==> config.mk <==
export PLATFORM = sky130hd
export DESIGN_NAME = clut_cell
export DESIGN_NICKNAME = d
export VERILOG_FILES = /design/src/design/clut_pkg.sv /design/src/design/clut_cell.sv
export SDC_FILE = /design/constraint.sdc
export NUM_CORES = 1
export LEC_CHECK = 0
export BUFFER_PORTS_ARGS = -buffer_cell sky130_fd_sc_hd__clkbuf_2
export CAP_MARGIN = 20
export CORE_MARGIN = 1
export CORE_UTILIZATION = 30
export DETAILED_ROUTE_END_ITERATION = 8
export GPL_TIMING_DRIVEN = 0
export SETUP_SLACK_MARGIN = 0.3
export SLEW_MARGIN = 20
export SYNTH_ARGS = -nofsm -noshare
export SYNTH_HDL_FRONTEND = slang
export SYNTH_SLANG_ARGS = --single-unit
==> constraint.sdc <==
create_clock -name clk -period 8.25 [get_ports clk]
set_input_delay 1.2375 -clock clk [delete_from_list [all_inputs] [get_ports clk]]
set_output_delay 1.2375 -clock clk [all_outputs]
set_load 0.02 [all_outputs]
==> src/design/clut_pkg.sv <==
`timescale 1ns / 1ps
package clut_pkg;

  localparam int unsigned DefTableEntries = 64;
  localparam int unsigned DefWordsPerLine = 8;
  localparam int unsigned DefCountBits    = 32;

  localparam logic [63:0] CutoffReset = 64'd17179869184;

  localparam logic [1:0] MODE_READ  = 2'd0;
  localparam logic [1:0] MODE_WRITE = 2'd1;
  localparam logic [1:0] MODE_EVICT = 2'd2;

  localparam logic [1:0] STATUS_EVICTED  = 2'd0;
  localparam logic [1:0] STATUS_NO_ENTRY = 2'd1;
  localparam logic [1:0] STATUS_BAD_MODE = 2'd2;
  localparam logic [1:0] STATUS_FULL     = 2'd3;

  localparam logic [5:0] LOG2_OF_ZERO = 6'd63;

  typedef struct packed {
    logic        valid;
    logic [1:0]  mode;
    logic [63:0] key;
    logic [63:0] start;
    logic        found;
    logic        free_found;
  } clut_tok_t;

  typedef struct packed {
    logic        en;
    logic        is_read;
    logic [63:0] key;
    logic [63:0] now;
  } clut_alloc_t;

  function automatic logic [5:0] floor_log2(input logic [63:0] v);
    logic [5:0] r;
    r = LOG2_OF_ZERO;
    for (int i = 0; i < 64; i++) begin
      if (v[i]) begin
        r = 6'(i);
      end
    end
    return r;
  endfunction

  function automatic logic [6:0] count_ones(input logic [63:0] m);
    logic [6:0] n;
    n = '0;
    for (int i = 0; i < 64; i++) begin
      n = n + 7'(m[i]);
    end
    return n;
  endfunction

endpackage

==> src/design/clut_cell.sv <==
`timescale 1ns / 1ps
module clut_cell #(
  parameter int unsigned IDX = 0,
  parameter int unsigned IW = 6,
  parameter int unsigned WORDS_PER_LINE = 8,
  parameter int unsigned COUNT_BITS = 32
) (
  input  logic                      clk,
  input  logic                      rst_n,
  input  clut_pkg::clut_tok_t       tin,
  input  logic [COUNT_BITS-1:0]     tin_rd,
  input  logic [COUNT_BITS-1:0]     tin_wr,
  input  logic [WORDS_PER_LINE-1:0] tin_marks,
  input  logic [IW-1:0]             tin_free_idx,
  output clut_pkg::clut_tok_t       tout,
  output logic [COUNT_BITS-1:0]     tout_rd,
  output logic [COUNT_BITS-1:0]     tout_wr,
  output logic [WORDS_PER_LINE-1:0] tout_marks,
  output logic [IW-1:0]             tout_free_idx,
  input  clut_pkg::clut_alloc_t     alloc,
  input  logic [IW-1:0]             alloc_idx,
  input  logic [WORDS_PER_LINE-1:0] alloc_marks
);
  import clut_pkg::*;

  logic                      valid_r;
  logic [63:0]               key_r;
  logic [63:0]               start_r;
  logic [COUNT_BITS-1:0]     rd_r;
  logic [COUNT_BITS-1:0]     wr_r;
  logic [WORDS_PER_LINE-1:0] marks_r;

  clut_tok_t                 tok_r, tok_nxt;
  logic [COUNT_BITS-1:0]     trd_r, trd_nxt, twr_r, twr_nxt;
  logic [WORDS_PER_LINE-1:0] tmk_r, tmk_nxt;
  logic [IW-1:0]             tfi_r, tfi_nxt;
  logic                      hit, mine;

  assign hit  = tin.valid && valid_r && (key_r == tin.key);
  assign mine = alloc.en && (alloc_idx == IW'(IDX));

  always_comb begin
    tok_nxt = tin;
    trd_nxt = tin_rd;
    twr_nxt = tin_wr;
    tmk_nxt = tin_marks;
    tfi_nxt = tin_free_idx;
    if (hit) begin
      tok_nxt.found = 1'b1;
      if (tin.mode == MODE_EVICT) begin
        tok_nxt.start = start_r;
        trd_nxt = rd_r;
        twr_nxt = wr_r;
        tmk_nxt = marks_r;
      end
    end
    if (tin.valid && !valid_r && !tin.free_found) begin
      tok_nxt.free_found = 1'b1;
      tfi_nxt = IW'(IDX);
    end
  end

  always_ff @(posedge clk) begin
    if (!rst_n) begin
      valid_r <= 1'b0;
      tok_r.valid <= 1'b0;
    end else begin
      tok_r <= tok_nxt;
      if (mine) begin
        valid_r <= 1'b1;
      end else if (hit && tin.mode == MODE_EVICT) begin
        valid_r <= 1'b0;
      end
    end
  end

  always_ff @(posedge clk) begin
    trd_r <= trd_nxt;
    twr_r <= twr_nxt;
    tmk_r <= tmk_nxt;
    tfi_r <= tfi_nxt;
    if (mine) begin
      key_r   <= alloc.key;
      start_r <= alloc.now;
      rd_r    <= COUNT_BITS'(alloc.is_read);
      wr_r    <= COUNT_BITS'(!alloc.is_read);
      marks_r <= alloc_marks;
    end else if (hit) begin
      unique case (tin.mode)
        MODE_READ: begin
          marks_r <= marks_r | tin_marks;
          if (rd_r != '1) begin
            rd_r <= rd_r + COUNT_BITS'(1);
          end
        end
        MODE_WRITE: begin
          marks_r <= marks_r | tin_marks;
          if (wr_r != '1) begin
            wr_r <= wr_r + COUNT_BITS'(1);
          end
        end
        default: begin
        end
      endcase
    end
  end

  assign tout          = tok_r;
  assign tout_rd       = trd_r;
  assign tout_wr       = twr_r;
  assign tout_marks    = tmk_r;
  assign tout_free_idx = tfi_r;

endmodule

==> run metrics <==
initial core utilization=30.4%; vias in the first global route=11200; Crit. End Element=flip-flop; Die W=230 um; sequential fraction of the synthesis area=70.0%; Main synth FF type=edfxtp_1; top-area cell type share of the netlist area=51.8%; Final Net Count=2049; Die H=230 um; full die area=53100 sq um; net count after synthesis=1429; dpl cells=2321; Worst Setup Start Kind=input port; Final min period=4.40 ns; RD Place Congestion=0.862; WP data required=8.43 ns; Root Driver=clkbuf_16; CTS tree=built; cell count after synthesis=1070; via count=11300; Setup Fix Bufs, Post-CTS=0; CTS sink count=412; share of layout cells above drive strength 1=46.7%; CP max stage cell=o21ai_1; WS Path Type=input port to flip-flop; DRT Pass-1 Iters=5; Top cell by count, worst path=clkbuf_1; largest net degree at the start of global routing=71; CTS Buffer Depth=3; Max-cap violations=0; P_leak=8.43 nW; port buffer count=567; Worst-path clk slew=0.06 ns; final wirelength=48200 um; Final Max Tran Viols=0; Core Area=51400 sq um; DRC=0; Synth area leaders=edfxtp_1, dfxtp_1, mux2_2; Largest stage delay, worst path=0.78 ns; Avg Synthesized Cell Area=14.6 sq um; Yosys Warn Count=0; Final setup violation count=0; placed wire-length estimate=37200 um; Area after DPL=19400 sq um; routed vias/inst=4.70; Fin. Hold Viols=0; global-route wire length before repair=69700 um; area grow syn2layout=34.2%; flip-flop and latch count after synthesis=412; initial antenna violation count=8; Least-Margin Pin Slew=0.976 ns; status=finished, final reports clean; Worst Hold Class=flip-flop to flip-flop; cts repair resizes=0; ys async rst share=0%; Synth Cell Area=15600 sq um; number of H-tree levels=2; CP Cell Sequence=clkbuf_2 -> xor2_1 -> nor4_1 -> nand4_1 -> nor4_4 -> nand2_2 -> clkbuf_1 -> clkbuf_1 -> o21ai_1; Synth cell types=45; I/O pin total=568; Max VDD drop=0.133 mV; clk_skew=0.0305 ns; Overflow after GRT=0; setup TNS=0 ns; Routed Antenna Nets=0; CTS Buf Count=47; critical-path maximum fanout=10; largest area contributor in the synthesized netlist=edfxtp_1; non-filler cells, final=2411; Initial DRC Count=646; WL/cell=20.0 um; f_max=0.227 GHz; cell area after layout=21000 sq um; fin util=40.8%; placement row count=83; unrepaired setup endpoints after global routing=no; PD cells=225 nW/um^2; GR Util All Layers=17.5%; Pwr Total=4.71 mW; EDFF count, synth=270; Tcrit/Tclk final=53.4%; Slew headroom=34.8%; Worst Path Arrival=4.59 ns; clock latency on the worst-skew pair=0.58 ns; # hold bufs at CTS=0
state kept, by name (all words and copies together) (netlist names):
| register | count |
|---|---|
| marks_r | 8 |
| tout_rd | 32 |
| wr_r | 32 |
| valid_r | 1 |
| tout | 133 |
| tout_free_idx | 6 |
| tout_marks | 8 |
| tout_wr | 32 |
| rd_r | 32 |
| key_r | 64 |
| start_r | 64 |
layout make-up:
class,count,area [sq um]
inverters,19,71.3
plain buffers,42,186
diodes,2,5.00
clock inverters,29,264
flip-flops and latches,412,11000
fillers,4892,30400
multi-input cells,597,4440
repair buffers,571,2950
well taps,680,851
clock buffers,59,1270
stage by stage:
| step | setup WS [ns] | hold WS [ns] |
|---|---|---|
| after global routing | 3.63 | 0.517 |
| after detailed placement | 3.16 | 0.482 |
| after floorplan | 2.08 | 0.448 |
| after CTS | 3.79 | 0.490 |
| after global placement | -0.805 | 0.479 |
| final | 3.85 | 0.491 |
worst max-delay path, delay by kind of cell:
family                    cells  cell delay (ns)
and+or+nand+nor               4             1.60
xor gates and xnor gates      1             0.17
AOI/OAI and AO/OA             1             0.78
buffers and inverters         3             0.79
Yosys cell counts, drive strengths merged, types with 3 or more instances:
library cell  count
edfxtp          270
dfxtp           142
mux2            136
nand2            68
xor2             55
or4              35
nand3            33
nor4             30
a21oi            29
nand4            26
clkbuf           24
o21ai            24
inv              19
o31ai            19
buf              18
nor2             16
mux2i            15
nand2b           15
nor2b            15
nor3             15
or3              13
and3             11
o211ai           11
and2              4
and4              4
o22ai             3
layer usage:
metal	global-route usage [%]	wire, um
met3	5.55	3890
met5	0	82
met1	20.8	19200
met4	5.26	1250
met2	29.9	23700
path summary, 6_finish.rpt:
path	to	startpoint	slack [ns]	cells after the start
min reg2reg	wr_r[26]	wr_r[26]	0.49	2
max reg2reg	marks_r[5]	key_r[14]	4.26	8
max	marks_r[5]	tin[80]	3.85	9
min	wr_r[26]	wr_r[26]	0.49	2
logic make-up (layout without fill, tap and decap cells):
family	after synthesis	in the layout	synth area share (%)
DFF	412	412	70.0
other	0	2	0
xor gates and xnor gates	57	57	3.19
muxes	151	151	10.8
and+or+nand+nor	290	290	10.4
adders and majority gates	2	2	0.160
AOI/OAI and AO/OA	97	97	3.84
buffers and inverters	61	720	1.62
power breakdown:
group          internal, mW  switching, mW  total [mW]
Combinational         0.143          0.204       0.347
Sequential             2.28         0.0228        2.30
Clock                  1.20          0.866        2.06
cells in the final DEF (no fill, tap or decap), types with 16 or more instances in the layout:
| cell type | synthesis | final |
|---|---|---|
| buf_2 | 17 | 17 |
| o21ai_0 | 24 | 23 |
| clkbuf_2 | 0 | 568 |
| clkbuf_16 | 0 | 47 |
| inv_1 | 19 | 19 |
| dfxtp_1 | 142 | 142 |
| xor2_1 | 55 | 55 |
| or4_1 | 34 | 34 |
| nor2_1 | 16 | 16 |
| nand4_1 | 26 | 26 |
| nor4_1 | 29 | 29 |
| nand3_1 | 33 | 33 |
| edfxtp_1 | 270 | 270 |
| clkbuf_1 | 24 | 28 |
| nand2_1 | 67 | 67 |
| a21oi_1 | 29 | 29 |
| mux2_2 | 136 | 136 |
| o31ai_1 | 19 | 19 |
Power figures use the tool's default switching activity.
